$ cat config.mk
export PLATFORM = sky130hd
export DESIGN_NAME = same_afsk_alert_generator
export DESIGN_NICKNAME = d
export VERILOG_FILES = /design/src/saag_pkg.sv /design/src/saag_ram.sv /design/src/saag_tone.sv /design/src/same_afsk_alert_generator.sv
export SDC_FILE = /design/constraint.sdc
export NUM_CORES = 2
export LEC_CHECK = 0
export ABC_AREA = 1
export BUFFER_PORTS_ARGS = -buffer_cell sky130_fd_sc_hd__buf_4
export CORE_ASPECT_RATIO = 0.5
export CORE_MARGIN = 5
export CORE_UTILIZATION = 60
export CTS_BUF_LIST = sky130_fd_sc_hd__clkbuf_8
export CTS_CLUSTER_SIZE = 14
export DETAILED_ROUTE_END_ITERATION = 7
export GPL_TIMING_DRIVEN = 0
export HOLD_SLACK_MARGIN = 0.1
export PLACE_DENSITY = 0.79
export SLEW_MARGIN = 40
export SYNTH_ARGS = -nofsm -noshare
export SYNTH_HDL_FRONTEND = slang
export SYNTH_SLANG_ARGS = --single-unit
export TNS_END_PERCENT = 5
$ cat constraint.sdc
create_clock -name clk -period 7 [get_ports clk]
set_clock_uncertainty 0.05 [all_clocks]
set_input_delay 0.7 -clock clk [delete_from_list [all_inputs] [get_ports clk]]
set_output_delay 0.7 -clock clk [all_outputs]
set_load 0.01 [all_outputs]
$ cat src/saag_pkg.sv
// Shared constants, types and sine table for the SAME alert generator.
`timescale 1ns / 1ps
package saag_pkg;

	localparam int MSG_DEPTH      = 128;
	localparam int MSG_AW         = $clog2(MSG_DEPTH);
	localparam int PREAMBLE_BYTES = 16;
	localparam int EOM_BYTES      = 16;
	localparam int MAX_MSG_LEN    = 100;
	localparam logic [1:0] REPEATS = 2'd3;
	localparam logic [7:0] PRE_CHAR = 8'hAB;
	localparam logic [7:0] EOM_CHAR = 8'h4E;

	localparam int SINE_BITS = 10;
	localparam int QTR_BITS  = SINE_BITS - 2;
	localparam int QTR_SIZE  = 1 << QTR_BITS;

	// input kinds
	localparam logic [1:0] MODE_PRODUCE = 2'd0;
	localparam logic [1:0] MODE_LOAD    = 2'd1;
	localparam logic [1:0] MODE_RESTART = 2'd2;

	// stage codes as reported on the result
	localparam logic [1:0] STAGE_CODE_HEADER = 2'd0;
	localparam logic [1:0] STAGE_CODE_ATTN   = 2'd1;
	localparam logic [1:0] STAGE_CODE_EOM    = 2'd2;

	// register indexes
	localparam logic [2:0] CFG_MSG_LEN    = 3'd0;
	localparam logic [2:0] CFG_BIT_SAMP   = 3'd1;
	localparam logic [2:0] CFG_GAP_SAMP   = 3'd2;
	localparam logic [2:0] CFG_ATTN_SAMP  = 3'd3;
	localparam logic [2:0] CFG_MARK_STEP  = 3'd4;
	localparam logic [2:0] CFG_SPACE_STEP = 3'd5;
	localparam logic [2:0] CFG_TONE_A     = 3'd6;
	localparam logic [2:0] CFG_TONE_B     = 3'd7;

	// register defaults
	localparam logic [6:0]  RST_MSG_LEN    = 7'd68;
	localparam logic [9:0]  RST_BIT_SAMP   = 10'd85;
	localparam logic [19:0] RST_GAP_SAMP   = 20'd44100;
	localparam logic [19:0] RST_ATTN_SAMP  = 20'd352800;
	localparam logic [31:0] RST_MARK_STEP  = 32'd202895813;
	localparam logic [31:0] RST_SPACE_STEP = 32'd152174294;
	localparam logic [31:0] RST_TONE_A     = 32'd93495887;
	localparam logic [31:0] RST_TONE_B     = 32'd83074981;

	typedef enum logic [3:0] {
		ST_HEADER = 4'b0001,
		ST_ATTN   = 4'b0010,
		ST_EOM    = 4'b0100,
		ST_DONE   = 4'b1000
	} stage_t;

	// table lookups for one sample: one tone, or the average of two
	typedef struct packed {
		logic                 dual;
		logic [SINE_BITS-1:0] idx_a;
		logic [SINE_BITS-1:0] idx_b;
	} tone_req_t;

	typedef logic [14:0] qtr_tab_t [0:QTR_SIZE-1];

	// quarter-wave magnitudes from the integer polynomial approximation
	function automatic qtr_tab_t build_qtr();
		qtr_tab_t    t;
		logic [63:0] x;
		logic [63:0] x2;
		logic [63:0] p;
		logic [63:0] y;
		logic [63:0] s;
		for (int i = 0; i < QTR_SIZE; i++) begin
			x  = 64'(i) << (18 - SINE_BITS);
			x2 = (x * x) >> 16;
			p  = 64'd102944 - ((x2 * (64'd42048 - ((x2 * 64'd4640) >> 16))) >> 16);
			y  = (x * p) >> 16;
			s  = (y * 64'd32767 + 64'd32768) >> 16;
			if (s > 64'd32767) begin
				s = 64'd32767;
			end
			t[i] = s[14:0];
		end
		return t;
	endfunction

	localparam qtr_tab_t QTR_TAB = build_qtr();

	// full-wave sine from the quarter table: mirror odd quadrants, negate the second half-wave
	function automatic logic signed [15:0] sine_lookup(input logic [SINE_BITS-1:0] idx);
		logic [1:0]          quad;
		logic [QTR_BITS:0]   r;
		logic [14:0]         mag;
		logic signed [15:0]  s;
		quad = idx[SINE_BITS-1 -: 2];
		r    = {1'b0, idx[QTR_BITS-1:0]};
		if (quad[0]) begin
			r = (QTR_BITS + 1)'(QTR_SIZE) - r;
		end
		mag = r[QTR_BITS] ? 15'd32767 : QTR_TAB[r[QTR_BITS-1:0]];
		s   = $signed({1'b0, mag});
		return quad[1] ? -s : s;
	endfunction

endpackage

$ cat src/saag_ram.sv
// Generic single-port-write, registered-read RAM.
`timescale 1ns / 1ps
module saag_ram #(
	parameter int WIDTH = 8,
	parameter int DEPTH = 128
) (
	input  logic                     clk,
	input  logic                     wr_en,
	input  logic [$clog2(DEPTH)-1:0] wr_addr,
	input  logic [WIDTH-1:0]         wr_data,
	input  logic [$clog2(DEPTH)-1:0] rd_addr,
	output logic [WIDTH-1:0]         rd_data
);

	logic [WIDTH-1:0] mem [0:DEPTH-1];

	always_ff @(posedge clk) begin
		if (wr_en) begin
			mem[wr_addr] <= wr_data;
		end
		rd_data <= mem[rd_addr];
	end

endmodule

$ cat src/saag_tone.sv
// Sine lookup and two-tone averaging for one audio sample.
`timescale 1ns / 1ps
module saag_tone (
	input  saag_pkg::tone_req_t req,
	output logic signed [15:0]  sample
);

	logic signed [15:0] sa;
	logic signed [15:0] sb;
	logic signed [16:0] sum;
	logic signed [16:0] avg;

	always_comb begin
		sa  = saag_pkg::sine_lookup(req.idx_a);
		sb  = saag_pkg::sine_lookup(req.idx_b);
		sum = 17'(sa) + 17'(sb);
		// round toward zero: add one before the shift when negative
		avg = (sum + 17'(sum[16])) >>> 1;
		sample = req.dual ? avg[15:0] : sa;
	end

endmodule

$ cat src/same_afsk_alert_generator.sv
// Top level of the SAME alert generator: sequencer, message store and output pipeline.
// An accepted produce item is registered in stage 1, then in stage 2, which drives m_axis.
// Throughput: one item per clock; load, restart and finished-produce items give no sample.
// The sequencer updates in the cycle of acceptance; the sine lookup and tone averaging sit
// between the first and second register stages, so m_axis_tready alone sets the rate.
// Reset (arst_n low) clears the sequence, the phases and the pipeline and loads register
// defaults; the message store keeps no reset value and needs no clearing pass.
`timescale 1ns / 1ps
module same_afsk_alert_generator (
	input  logic        clk,
	input  logic        arst_n,

	// input items
	input  logic        s_axis_tvalid,
	output logic        s_axis_tready,
	input  logic [15:0] s_axis_tdata,   // [6:0] byte_index, [14:7] byte_value, [15] zero
	input  logic [1:0]  s_axis_tuser,   // [1:0] mode

	// result items
	output logic        m_axis_tvalid,
	input  logic        m_axis_tready,
	output logic [15:0] m_axis_tdata,   // [15:0] sample (signed)
	output logic [2:0]  m_axis_tuser,   // [1:0] stage_now, [2] burst_end
	output logic        m_axis_tlast,   // last

	// configuration writes
	input  logic        cfg_valid,
	output logic        cfg_ready,
	input  logic [2:0]  cfg_index,
	input  logic [31:0] cfg_data
);

	localparam int SB = saag_pkg::SINE_BITS;
	localparam int AW = saag_pkg::MSG_AW;

	// ---------------------------------------------------------------- registers
	logic [6:0]  msg_len_q;
	logic [9:0]  bit_samp_q;
	logic [19:0] gap_samp_q;
	logic [19:0] attn_samp_q;
	logic [31:0] mark_step_q;
	logic [31:0] space_step_q;
	logic [31:0] tone_a_step_q;
	logic [31:0] tone_b_step_q;

	// config always accepted; user must write only while the block is idle (not enforced)
	assign cfg_ready = 1'b1;

	always_ff @(posedge clk or negedge arst_n) begin
		if (!arst_n) begin
			msg_len_q     <= saag_pkg::RST_MSG_LEN;
			bit_samp_q    <= saag_pkg::RST_BIT_SAMP;
			gap_samp_q    <= saag_pkg::RST_GAP_SAMP;
			attn_samp_q   <= saag_pkg::RST_ATTN_SAMP;
			mark_step_q   <= saag_pkg::RST_MARK_STEP;
			space_step_q  <= saag_pkg::RST_SPACE_STEP;
			tone_a_step_q <= saag_pkg::RST_TONE_A;
			tone_b_step_q <= saag_pkg::RST_TONE_B;
		end else if (cfg_valid && cfg_ready) begin
			unique case (cfg_index)
				saag_pkg::CFG_MSG_LEN:    msg_len_q     <= cfg_data[6:0];
				saag_pkg::CFG_BIT_SAMP:   bit_samp_q    <= cfg_data[9:0];
				saag_pkg::CFG_GAP_SAMP:   gap_samp_q    <= cfg_data[19:0];
				saag_pkg::CFG_ATTN_SAMP:  attn_samp_q   <= cfg_data[19:0];
				saag_pkg::CFG_MARK_STEP:  mark_step_q   <= cfg_data;
				saag_pkg::CFG_SPACE_STEP: space_step_q  <= cfg_data;
				saag_pkg::CFG_TONE_A:     tone_a_step_q <= cfg_data;
				saag_pkg::CFG_TONE_B:     tone_b_step_q <= cfg_data;
				default: ;
			endcase
		end
	end

	// effective register values: zero counts act as one, length saturates
	logic [6:0]  eff_len;
	logic [9:0]  eff_bit;
	logic [19:0] eff_gap;
	logic [19:0] eff_attn;

	always_comb begin
		if (msg_len_q == 7'd0) begin
			eff_len = 7'd1;
		end else if (msg_len_q > 7'(saag_pkg::MAX_MSG_LEN)) begin
			eff_len = 7'(saag_pkg::MAX_MSG_LEN);
		end else begin
			eff_len = msg_len_q;
		end
		eff_bit  = (bit_samp_q  == '0) ? 10'd1 : bit_samp_q;
		eff_gap  = (gap_samp_q  == '0) ? 20'd1 : gap_samp_q;
		eff_attn = (attn_samp_q == '0) ? 20'd1 : attn_samp_q;
	end

	// ---------------------------------------------------------------- handshake
	logic v_s1;
	logic v_s2;
	logic adv_s2;
	logic in_acc;
	logic [1:0] mode;

	// stage 2 takes a new item when empty or being drained; stage 1 follows it
	assign adv_s2        = !v_s2 || m_axis_tready;
	assign s_axis_tready = !v_s1 || adv_s2;
	assign in_acc        = s_axis_tvalid && s_axis_tready;
	assign mode          = s_axis_tuser;

	// ---------------------------------------------------------------- sequence state
	saag_pkg::stage_t stage_q, stage_d;
	logic [1:0]  burst_q, burst_d;
	logic        in_burst_q, in_burst_d;
	logic [6:0]  byte_pos_q, byte_pos_d;
	logic [2:0]  bit_pos_q, bit_pos_d;
	logic        cur_bit_q, cur_bit_d;
	logic [9:0]  bit_timer_q, bit_timer_d;
	logic [19:0] sil_q, sil_d;
	logic [31:0] afsk_ph_q, afsk_ph_d;
	logic [31:0] ta_ph_q, ta_ph_d;
	logic [31:0] tb_ph_q, tb_ph_d;

	// message store: read address follows the next byte position, so the byte
	// for the current position is ready in the cycle it is needed
	logic [7:0]  mem_rd;
	logic [7:0]  mem_byte;
	logic [7:0]  fwd_data_q;
	logic        fwd_hit_q;
	logic        wr_en;
	logic [AW-1:0] wr_addr;
	logic [AW-1:0] rd_addr;

	assign wr_en   = in_acc && (mode == saag_pkg::MODE_LOAD);
	assign wr_addr = AW'(s_axis_tdata[6:0]);
	assign rd_addr = AW'(byte_pos_d - 7'(saag_pkg::PREAMBLE_BYTES));

	saag_ram #(
		.WIDTH(8),
		.DEPTH(saag_pkg::MSG_DEPTH)
	) u_store (
		.clk    (clk),
		.wr_en  (wr_en),
		.wr_addr(wr_addr),
		.wr_data(s_axis_tdata[14:7]),
		.rd_addr(rd_addr),
		.rd_data(mem_rd)
	);

	// a load to the address being read in the same cycle wins over the old data
	always_ff @(posedge clk or negedge arst_n) begin
		if (!arst_n) begin
			fwd_hit_q <= 1'b0;
		end else begin
			fwd_hit_q <= wr_en && (wr_addr == rd_addr);
		end
	end

	always_ff @(posedge clk) begin
		fwd_data_q <= s_axis_tdata[14:7];
	end

	assign mem_byte = fwd_hit_q ? fwd_data_q : mem_rd;

	// ---------------------------------------------------------------- next state
	logic [7:0]  byte_val;
	logic [6:0]  burst_bytes;
	logic [19:0] sil_dec;
	logic [9:0]  bt;
	logic        cb;
	logic [2:0]  bp;
	logic [6:0]  bytep;
	logic [1:0]  bc;
	logic [1:0]  stage_code;
	logic        res_v;
	logic        be;
	logic        lst;
	saag_pkg::tone_req_t req;

	always_comb begin
		unique case (stage_q)
			saag_pkg::ST_HEADER: stage_code = saag_pkg::STAGE_CODE_HEADER;
			saag_pkg::ST_ATTN:   stage_code = saag_pkg::STAGE_CODE_ATTN;
			saag_pkg::ST_EOM:    stage_code = saag_pkg::STAGE_CODE_EOM;
			default:             stage_code = saag_pkg::STAGE_CODE_HEADER;
		endcase
	end

	always_comb begin
		// byte on air: end-of-message char, preamble, or loaded message
		if (stage_q == saag_pkg::ST_EOM) begin
			byte_val = saag_pkg::EOM_CHAR;
		end else if (byte_pos_q < 7'(saag_pkg::PREAMBLE_BYTES)) begin
			byte_val = saag_pkg::PRE_CHAR;
		end else begin
			byte_val = mem_byte;
		end
		burst_bytes = (stage_q == saag_pkg::ST_EOM) ? 7'(saag_pkg::EOM_BYTES)
			: 7'(saag_pkg::PREAMBLE_BYTES) + eff_len;
		sil_dec = (sil_q != '0) ? sil_q - 20'd1 : '0;

		stage_d     = stage_q;
		burst_d     = burst_q;
		in_burst_d  = in_burst_q;
		byte_pos_d  = byte_pos_q;
		bit_pos_d   = bit_pos_q;
		cur_bit_d   = cur_bit_q;
		bit_timer_d = bit_timer_q;
		sil_d       = sil_q;
		afsk_ph_d   = afsk_ph_q;
		ta_ph_d     = ta_ph_q;
		tb_ph_d     = tb_ph_q;
		bt    = bit_timer_q;
		cb    = cur_bit_q;
		bp    = bit_pos_q;
		bytep = byte_pos_q;
		bc    = burst_q;
		res_v = 1'b0;
		be    = 1'b0;
		lst   = 1'b0;
		req   = '0;

		if (in_acc) begin
			unique case (mode)
				saag_pkg::MODE_RESTART: begin
					stage_d     = saag_pkg::ST_HEADER;
					burst_d     = '0;
					in_burst_d  = 1'b1;
					byte_pos_d  = '0;
					bit_pos_d   = '0;
					cur_bit_d   = 1'b0;
					bit_timer_d = '0;
					sil_d       = '0;
					afsk_ph_d   = '0;
					ta_ph_d     = '0;
					tb_ph_d     = '0;
				end
				saag_pkg::MODE_PRODUCE: begin
					if (stage_q != saag_pkg::ST_DONE) begin
						res_v = 1'b1;
						if (in_burst_q && stage_q == saag_pkg::ST_ATTN) begin
							// attention tone: advance both phases, count down tone length
							ta_ph_d   = ta_ph_q + tone_a_step_q;
							tb_ph_d   = tb_ph_q + tone_b_step_q;
							req.dual  = 1'b1;
							req.idx_a = ta_ph_d[31 -: SB];
							req.idx_b = tb_ph_d[31 -: SB];
							sil_d     = sil_dec;
							if (sil_dec == '0) begin
								be         = 1'b1;
								in_burst_d = 1'b0;
								sil_d      = eff_gap;
							end
						end else if (in_burst_q) begin
							// AFSK bit: fetch a new bit when the bit timer has run out
							if (bit_timer_q == '0) begin
								cb = byte_val[bit_pos_q];
								bt = eff_bit;
							end
							cur_bit_d = cb;
							afsk_ph_d = afsk_ph_q + (cb ? mark_step_q : space_step_q);
							req.idx_a = afsk_ph_d[31 -: SB];
							bt          = bt - 10'd1;
							bit_timer_d = bt;
							if (bt == '0) begin
								bp        = bit_pos_q + 3'd1;
								bytep     = byte_pos_q + 7'(bp == '0);
								bit_pos_d = bp;
								byte_pos_d = bytep;
								if (bytep >= burst_bytes) begin
									be         = 1'b1;
									byte_pos_d = '0;
									bit_pos_d  = '0;
									bc         = burst_q + 2'd1;
									burst_d    = bc;
									if (stage_q == saag_pkg::ST_EOM && bc >= saag_pkg::REPEATS) begin
										lst     = 1'b1;
										stage_d = saag_pkg::ST_DONE;
									end else begin
										in_burst_d = 1'b0;
										sil_d      = eff_gap;
									end
								end
							end
						end else begin
							// silent gap: hold zero output, then move on
							sil_d = sil_dec;
							if (sil_dec == '0) begin
								in_burst_d = 1'b1;
								if (stage_q == saag_pkg::ST_HEADER && burst_q >= saag_pkg::REPEATS) begin
									stage_d = saag_pkg::ST_ATTN;
									burst_d = '0;
									sil_d   = eff_attn;
								end else if (stage_q == saag_pkg::ST_ATTN) begin
									stage_d = saag_pkg::ST_EOM;
									burst_d = '0;
								end
							end
						end
					end
				end
				default: ;
			endcase
		end
	end

	always_ff @(posedge clk or negedge arst_n) begin
		if (!arst_n) begin
			stage_q     <= saag_pkg::ST_HEADER;
			burst_q     <= '0;
			in_burst_q  <= 1'b1;
			byte_pos_q  <= '0;
			bit_pos_q   <= '0;
			cur_bit_q   <= 1'b0;
			bit_timer_q <= '0;
			sil_q       <= '0;
			afsk_ph_q   <= '0;
			ta_ph_q     <= '0;
			tb_ph_q     <= '0;
		end else begin
			stage_q     <= stage_d;
			burst_q     <= burst_d;
			in_burst_q  <= in_burst_d;
			byte_pos_q  <= byte_pos_d;
			bit_pos_q   <= bit_pos_d;
			cur_bit_q   <= cur_bit_d;
			bit_timer_q <= bit_timer_d;
			sil_q       <= sil_d;
			afsk_ph_q   <= afsk_ph_d;
			ta_ph_q     <= ta_ph_d;
			tb_ph_q     <= tb_ph_d;
		end
	end

	// ---------------------------------------------------------------- stage 1
	saag_pkg::tone_req_t req_s1;
	logic       silent_s1;
	logic [1:0] stage_s1;
	logic       be_s1;
	logic       last_s1;

	always_ff @(posedge clk or negedge arst_n) begin
		if (!arst_n) begin
			v_s1 <= 1'b0;
		end else if (s_axis_tready) begin
			v_s1 <= res_v;
		end
	end

	// gap samples carry no tone: mark them so stage 2 drives zero
	always_ff @(posedge clk) begin
		if (s_axis_tready) begin
			req_s1    <= req;
			silent_s1 <= !in_burst_q;
			stage_s1  <= stage_code;
			be_s1     <= be;
			last_s1   <= lst;
		end
	end

	// ---------------------------------------------------------------- stage 2
	logic signed [15:0] tone_smp;
	logic [15:0] sample_s2;
	logic [1:0]  stage_s2;
	logic        be_s2;
	logic        last_s2;

	saag_tone u_tone (
		.req   (req_s1),
		.sample(tone_smp)
	);

	always_ff @(posedge clk or negedge arst_n) begin
		if (!arst_n) begin
			v_s2 <= 1'b0;
		end else if (adv_s2) begin
			v_s2 <= v_s1;
		end
	end

	always_ff @(posedge clk) begin
		if (adv_s2) begin
			sample_s2 <= silent_s1 ? 16'd0 : tone_smp;
			stage_s2  <= stage_s1;
			be_s2     <= be_s1;
			last_s2   <= last_s1;
		end
	end

	assign m_axis_tvalid = v_s2;
	assign m_axis_tdata  = sample_s2;
	assign m_axis_tuser  = {be_s2, stage_s2};
	assign m_axis_tlast  = last_s2;

`ifndef ASSERT_OFF
	// the final sample closes the last end-of-message burst
	a_last_is_eom_end: assert property (@(posedge clk) disable iff (!arst_n)
		m_axis_tvalid && m_axis_tlast |-> m_axis_tuser[2]
			&& m_axis_tuser[1:0] == saag_pkg::STAGE_CODE_EOM)
		else $error("last sample is not the end of an end-of-message burst");

	// a produce item after the alert has finished must not enter the pipeline
	a_done_no_result: assert property (@(posedge clk) disable iff (!arst_n)
		in_acc && mode == saag_pkg::MODE_PRODUCE && stage_q == saag_pkg::ST_DONE |=> !v_s1)
		else $error("sample produced after the alert finished");

	// attention stage leaves the bit counters cleared
	a_attn_counters_idle: assert property (@(posedge clk) disable iff (!arst_n)
		stage_q == saag_pkg::ST_ATTN |-> byte_pos_q == '0 && bit_pos_q == '0
			&& bit_timer_q == '0)
		else $error("bit counters busy during attention stage");

	// two-tone lookups only belong to the attention stage
	a_dual_in_attn: assert property (@(posedge clk) disable iff (!arst_n)
		v_s1 && req_s1.dual |-> stage_s1 == saag_pkg::STAGE_CODE_ATTN && !silent_s1)
		else $error("two-tone sample outside the attention tone");
`endif

endmodule

Word-level counts from Yosys, hierarchy flattened
Memory sizes are Yosys's and may differ from the RTL's. A register that Yosys moved wholly into a read port is not among the register bits.
Cells that the tools add are included.
{"block": "op_classes", "n_addsub": 16, "n_lt_le_gt_ge": 8, "eq_ne": 28, "mux": 118, "bitwise_logic": 8, "reduce_logical": 41}
{"cell": "$mux 32", "count": 8}
{"cell": "$mux 20", "count": 12}
{"cell": "$pmux 32 s2", "count": 3}
{"cell": "$mux 10", "count": 12}
{"cell": "$add 32x32->32", "count": 3}
{"cell": "$mux 15", "count": 6}
{"cell": "$mux 7", "count": 9}
{"cell": "$logic_not 20->1", "count": 3}
{"cell": "$mux 16", "count": 3}
{"cell": "$pmux 20 s2", "count": 1}
{"cell": "$mux 4", "count": 9}
{"cell": "$neg 15->16", "count": 2}
{"cell": "$logic_not 10->1", "count": 3}
{"cell": "$mux 1", "count": 28}
{"cell": "$mux 8", "count": 3}
{"cell": "$ne 4x4->1 const B", "count": 5}
{"cell": "$pmux 10 s2", "count": 1}
{"cell": "$reduce_bool 20->1", "count": 1}
{"cell": "$sub 20x1->20 const B", "count": 1}
{"cell": "$ge 9x9->1 const B", "count": 2}
{"cell": "$mux 9", "count": 2}
{"cell": "$not 8->9", "count": 2}
{"cell": "$sub 9x8->9 const A", "count": 2}
{"cell": "$add 16x16->17", "count": 1}
{"cell": "47 further kinds", "count": 97}
{"block": "word_totals", "register_bits": 386, "ramBits": 1024, "mem_bits_ro": 7680, "in_bits": 58, "output_inout_bits": 23, "mem_count": 3}
{"memory": "(no name shown)", "depth": 256, "word_bits": 15, "rd": 1, "rd_ports_with_merged_regs": 0, "write_ports": 0, "line_no": "saag_pkg.sv:99", "text": "mag = r[QTR_BITS] ? 15'd32767 : QTR_TAB[r[QTR_BITS-1:0]];"}
{"memory": "(no name shown)", "depth": 256, "word_bits": 15, "rd": 1, "rd_ports_with_merged_regs": 0, "write_ports": 0, "line_no": "saag_pkg.sv:99"}
{"memory": "u_store.mem", "depth": 128, "word_bits": 8, "rd": 1, "rd_ports_with_merged_regs": 1, "write_ports": 1, "line_no": "saag_ram.sv:15", "text": "logic [WIDTH-1:0] mem [0:DEPTH-1];"}

Longest topological paths before layout
{"block": "depth", "word_depth": 19, "ltp_mapped": 51, "ltp_nobuf": 51}

By module
A second synthesis with hierarchy kept.
{"block": "unflattened", "hier_cells": 8621, "area_unflattened_um2": 75004.4}
{"mod": "saag_ram", "instances": 1, "cells_each": 3577, "area_each_um2": 42349.4, "seq_area_each_um2": 30909.6}
{"mod": "same_afsk_alert_generator", "instances": 1, "cells_each": 2850, "area_each_um2": 22317.7, "seq_area_each_um2": 9950.8}
{"mod": "saag_tone", "instances": 1, "cells_each": 2194, "area_each_um2": 10337.4, "seq_area_each_um2": 0.0}

Worst setup path after synthesis
Ideal clock, no wire load.
{"block": "synth_path", "path_type": "register to register", "startpoint": "register req_s1[10] (netlist bit)", "endpoint": "register sample_s2[15], in the netlist m_axis_tdata[15] (data pin)", "setup_time_ns": 0.146, "t_arrival_ns": 6.920, "setup_slack_ns": -0.117, "path_stages_with_launch": 49, "n_path_buf": 0, "path_cell_list": "edfxtp_1 clkinv_1 ha_1 nand2_1 o21ai_1 clkinv_1 ha_1 inv_1 nand2_1 nand2_1 inv_1 o21ai_1 nand3_1 a22oi_1 nor2_1 o21ai_1 nand4_1 nand2_1 [13 not listed] o21bai_1 nand2_1 nand4_1 o21ai_0 and2_1 ha_1 inv_1 nor3_1 nand2_1 inv_1 nand3_1 nor3_1 and3b_1 nand2_1 nor2_1 xor2_1 nand2_1 a21oi_1"}
{"block": "synth_between", "elab_chain_len": 12}
{"item": "start, declared", "line_no": "same_afsk_alert_generator.sv:331", "text": "saag_pkg::tone_req_t req_s1;"}
{"item": "start signal, assigned", "line_no": "same_afsk_alert_generator.sv:348", "text": "req_s1 <= req;"}
{"item": "$sub 9x8->9", "line_no": "saag_pkg.sv:97", "text": "r = (QTR_BITS + 1)'(QTR_SIZE) - r;"}
{"item": "$mux 9 (*)", "line_no": "saag_pkg.sv:96", "text": "if (quad[0]) begin"}
{"item": "$not 8->9 (not written as such)", "line_no": "saag_pkg.sv:99"}
{"item": "$mem_v2 256x15"}
{"item": "$mux 15 (not written as such) (2 in a row)", "line_no": "saag_pkg.sv:99"}
{"item": "$mux 15 (*)", "line_no": "saag_pkg.sv:99"}
{"item": "$neg 15->16", "line_no": "saag_pkg.sv:101", "text": "return quad[1] ? -s : s;"}
{"item": "$mux 16 (*)", "line_no": "saag_pkg.sv:101"}
{"item": "$add 16x16->17", "line_no": "saag_tone.sv:16", "text": "sum = 17'(sa) + 17'(sb);"}
{"item": "$add 17x1->17", "line_no": "saag_tone.sv:18", "text": "avg = (sum + 17'(sum[16])) >>> 1;"}
{"item": "$mux 16 (*)", "line_no": "saag_tone.sv:19", "text": "sample = req.dual ? avg[15:0] : sa;"}
{"item": "end signal, assigned", "line_no": "same_afsk_alert_generator.sv:378", "text": "sample_s2 <= silent_s1 ? 16'd0 : tone_smp;"}
{"item": "end, declared", "line_no": "same_afsk_alert_generator.sv:358", "text": "logic [15:0] sample_s2;"}
Mark *: on every way between the ends. The rest lies on a longest branch, timed or not. The select of a mux whose other input is x is not followed.
A chain may end at the register's enable or synchronous reset.

Worst setup path after layout
{"block": "layout_path", "startpoint": "register req_s1[0] (netlist bit)", "endpoint": "register sample_s2[15], in the netlist m_axis_tdata[15] (data pin)"}
{"block": "layout_between", "elab_chain_len": 12}
{"item": "$sub 9x8->9", "line_no": "saag_pkg.sv:97"}
{"item": "$mux 9 (*)", "line_no": "saag_pkg.sv:96"}
{"item": "$not 8->9 (not written as such)", "line_no": "saag_pkg.sv:99"}
{"item": "$mem_v2 256x15"}
{"item": "$mux 15 (not written as such) (2 in a row)", "line_no": "saag_pkg.sv:99"}
{"item": "$mux 15 (*)", "line_no": "saag_pkg.sv:99"}
{"item": "$neg 15->16", "line_no": "saag_pkg.sv:101"}
{"item": "$mux 16 (*)", "line_no": "saag_pkg.sv:101"}
{"item": "$add 16x16->17 (*)", "line_no": "saag_tone.sv:16"}
{"item": "$add 17x1->17 (*)", "line_no": "saag_tone.sv:18"}
{"item": "$mux 16 (*)", "line_no": "saag_tone.sv:19"}
Marks and branches as above.

==> impl_metrics.json <==
{
  "drt_iter0_drc": 10463,
  "peakVddDrop_uv": 297,
  "syn-num-nets": 8625,
  "clock.fmax_ghz": 0.140,
  "vias": 68225,
  "end_kind": "register",
  "p_comb_share_pct": 44.2,
  "layout_common_cells": "nand2_1 (1748), nand3_1 (1207), edfxtp_1 (1070)",
  "cpPeakStageDelay_ns": 0.49,
  "die_height_um": 261,
  "sequentialPowerShare_pct": 34.3,
  "crit_required_ns": 7.72,
  "worst_path_most_repeated_cell": "nand2_1",
  "placementRows": 92,
  "grt_usage_pct": 40.9,
  "fill_cells": 9729,
  "htree_num_levels": 4,
  "synth_edf_count": 1070,
  "dpl.hpwl_um": 198000,
  "synth-seq-area-share_pct": 54.1,
  "status": "complete, but fails checks",
  "io_buffers": 78,
  "critPathSlowestCell": "a32oi_1",
  "whs_path_depth": 3,
  "p_int_mw": 16.4,
  "grt_max_degree": 80,
  "maxSlewHeadroom_pct": 36.3,
  "netlist_area_um2": 75500,
  "antenna_found_initial": 17,
  "place_ws_ns": -2.87,
  "cts_tree": "done",
  "violations": "negative setup slack",
  "whs_ns": 0.155,
  "rsz0062_at_grt": "true",
  "ant_nets": 0,
  "grt_pass1_vias": 63587,
  "fin_total_pwr_mw": 29.0,
  "seq_area_um2": 40900,
  "num_io_pins": 81,
  "synth.avg_cell_area_um2": 8.98,
  "cts.path.max_buffers": 3,
  "area_delta_synth_final_pct": 13.9,
  "firstDrtPassIters": 6,
  "crit_type": "reg2reg",
  "period_share_pct": 102,
  "hold_viol_final": 0,
  "p_sw_mw": 12.6,
  "worst_pin_slew_ns": 0.955,
  "grt-ovfl-total": 0,
  "final_common_cell": "nand2_1",
  "hold_path_class": "in2reg",
  "fin_ws_ns": -0.122,
  "dp.cells": 10205,
  "cts-root-buf": "clkbuf_8",
  "drive_gt1_share_pct": 14.0,
  "cts_sinks": 1418,
  "pwr_density_cell_nw_per_um2": 337,
  "pwr-share-clk_pct": 21.5,
  "start_util_pct": 60.2,
  "wl_per_cell_um": 26.2,
  "die_x_um": 512,
  "leakagePower_nw": 36.1,
  "post-route-min-period_ns": 7.12,
  "core_um2": 125000,
  "route.detailed.drc": 0,
  "path_max_fanout": 10,
  "crit_arrival_ns": 7.84,
  "synth_warnings": 0,
  "routed_via_density": 6.36,
  "routed_wl_um": 281000,
  "cts_made_buffers": 191,
  "synthFlopType": "edfxtp_1",
  "grt_first_pass_wirelength_um": 406000,
  "finalNetCount": 9084,
  "path_clk_slew_ns": 0.07,
  "gp_congestion": 1.07,
  "setup_viol": 2,
  "rr_worst_depth": 43,
  "die_area_um2": 133000,
  "multiInputGateArea_um2": 30400,
  "drv_cap": 0,
  "timing.setup.tns_ns": -0.154,
  "switching_share_pct": 43.4,
  "ys_async_sr_fraction_pct": 23.4,
  "drv_slew": 0,
  "synth_seq_cells": 1418,
  "startpoint_type": "register",
  "synthCells": 8404,
  "clkLatencyLatePin_ns": 1.01,
  "yosysUniqueCellTypes": 78,
  "fin_cells": 10722
}
## worst paths after layout
| check | slack, ns | start | endpoint |
|---|---|---|---|
| max | -0.12 | req_s1[0]$_SDFFCE_PN0N_ | m_axis_tdata[15]$_SDFFCE_PP0P_ |
| min | 0.15 | cfg_data[29] | tone_b_step_q[29]$_DFFE_PN0P_ |
| max reg2reg | -0.12 | req_s1[0]$_SDFFCE_PN0N_ | m_axis_tdata[15]$_SDFFCE_PP0P_ |
| min reg2reg | 0.37 | stage_s1[0]$_DFFE_PN_ | stage_s2[0]$_DFFE_PP_ |
| max in group asynchronous | 4.97 | arst_n | space_step_q[10]$_DFFE_PN1P_ |
| min in group asynchronous | 0.22 | arst_n | tone_b_step_q[30]$_DFFE_PN0P_ |
## final cells by class
cell class	count	share of cell area [%]
Antenna cell	13	0.0378
Buffer	446	2.80
Clock buffer	202	3.23
Clock inverter	145	1.05
Inverter	990	4.51
Multi-Input combinational cell	5546	35.4
Sequential cell	1418	47.5
Tap cell	1692	2.46
Timing Repair Buffer	269	2.99
Timing Repair inverter	1	0.00728
## worst max-delay path, delay by kind of cell (launching register included)
family          cells  cell delay (ns)
compound gates     10             1.75
buf+inv             8             1.26
flops               1             0.42
fa+ha+maj           2             0.40
simple gates       21             2.80
xor+xnor            2             0.29
## stage by stage
| step | utilization, % | instance area [um2] |
|---|---|---|
| 2_1_floorplan | - | 75500 |
| 3_3_place_gp | 62.3 | 78200 |
| 3_5_place_dp | 62.9 | 79000 |
| 4_1_cts | 67.3 | 84400 |
| 5_1_grt | 68.5 | 86000 |
| 6_report | 68.5 | 86000 |
## power by group through the flow
stage                     Combinational, mW  Clock [mW]  Sequential, mW
after floorplan                        7.30           0            10.0
after global placement                 11.0           0            10.1
after detailed placement               11.1           0            10.1
after CTS                              11.6        6.17            9.93
after global routing                   13.6        6.59            9.98
final                                  12.8        6.22            9.94
## logic make-up (layout without fill, tap and decap cells)
kind of cell | after synthesis | after routing | synth area share, %
buffers and inverters | 1440 | 2053 | 7.77
AO/OA/AOI/OAI | 1121 | 1121 | 8.72
XOR/XNOR | 118 | 118 | 1.40
other | 1 | 14 | 0.00497
AND/OR/NAND/NOR | 4140 | 4140 | 25.2
flip-flops | 1418 | 1418 | 54.1
multiplexers | 3 | 3 | 0.0414
adder cells (fa/ha/maj) | 163 | 163 | 2.74
## synthesized netlist by cell type, drive strengths merged (30+ instances only)
master,instances,area share [%]
a211oi,34,0.34
o31ai,38,0.38
nand3,1223,8.1
dfrtp,251,8.3
edfxtp,1070,43
nor2,529,2.7
clkbuf,186,0.92
a21oi,295,2.0
o211ai,53,0.53
xor2,88,1.1
dfstp,81,2.8
xnor2,30,0.35
inv,980,4.9
ha,159,2.6
nand2,1826,9.1
nor3,56,0.40
buf,264,1.9
nand3b,382,3.8
nand4,60,0.51
o21ai,489,3.3
## state kept, by name, indices dropped and copies added (netlist names), 4 cells and up
register,cells
tone_a_step_q,32
ta_ph_q,32
attn_samp_q,20
tb_ph_q,32
u_store.mem,1024
stage_q,4
mark_step_q,32
fwd_data_q,8
sil_q,20
bit_samp_q,10
m_axis_tdata,16
bit_timer_q,10
msg_len_q,7
byte_pos_q,7
u_store.rd_data,8
gap_samp_q,20
tone_b_step_q,32
req_s1,21
space_step_q,32
afsk_ph_q,32
## layer usage
| metal | global-route usage (%) | part of all wire (%) |
|---|---|---|
| met3 | 11.8 | 14 |
| met1 | 54.2 | 37 |
| met2 | 61.5 | 43 |
| met4 | 21.9 | 6.5 |
| met5 | 0 | 0.021 |
## repair_timing
action / CTS / global route
buffers inserted: 85 / 60
hold buffers: 15 / 0
resized for setup: 314 / 288
pin swaps: 53 / 98
endpoints found under the setup margin: 19 / 19
cloned: 0 / 1
hold endpoints to repair: 244 / 0
(Power assumes the default switching activity.)
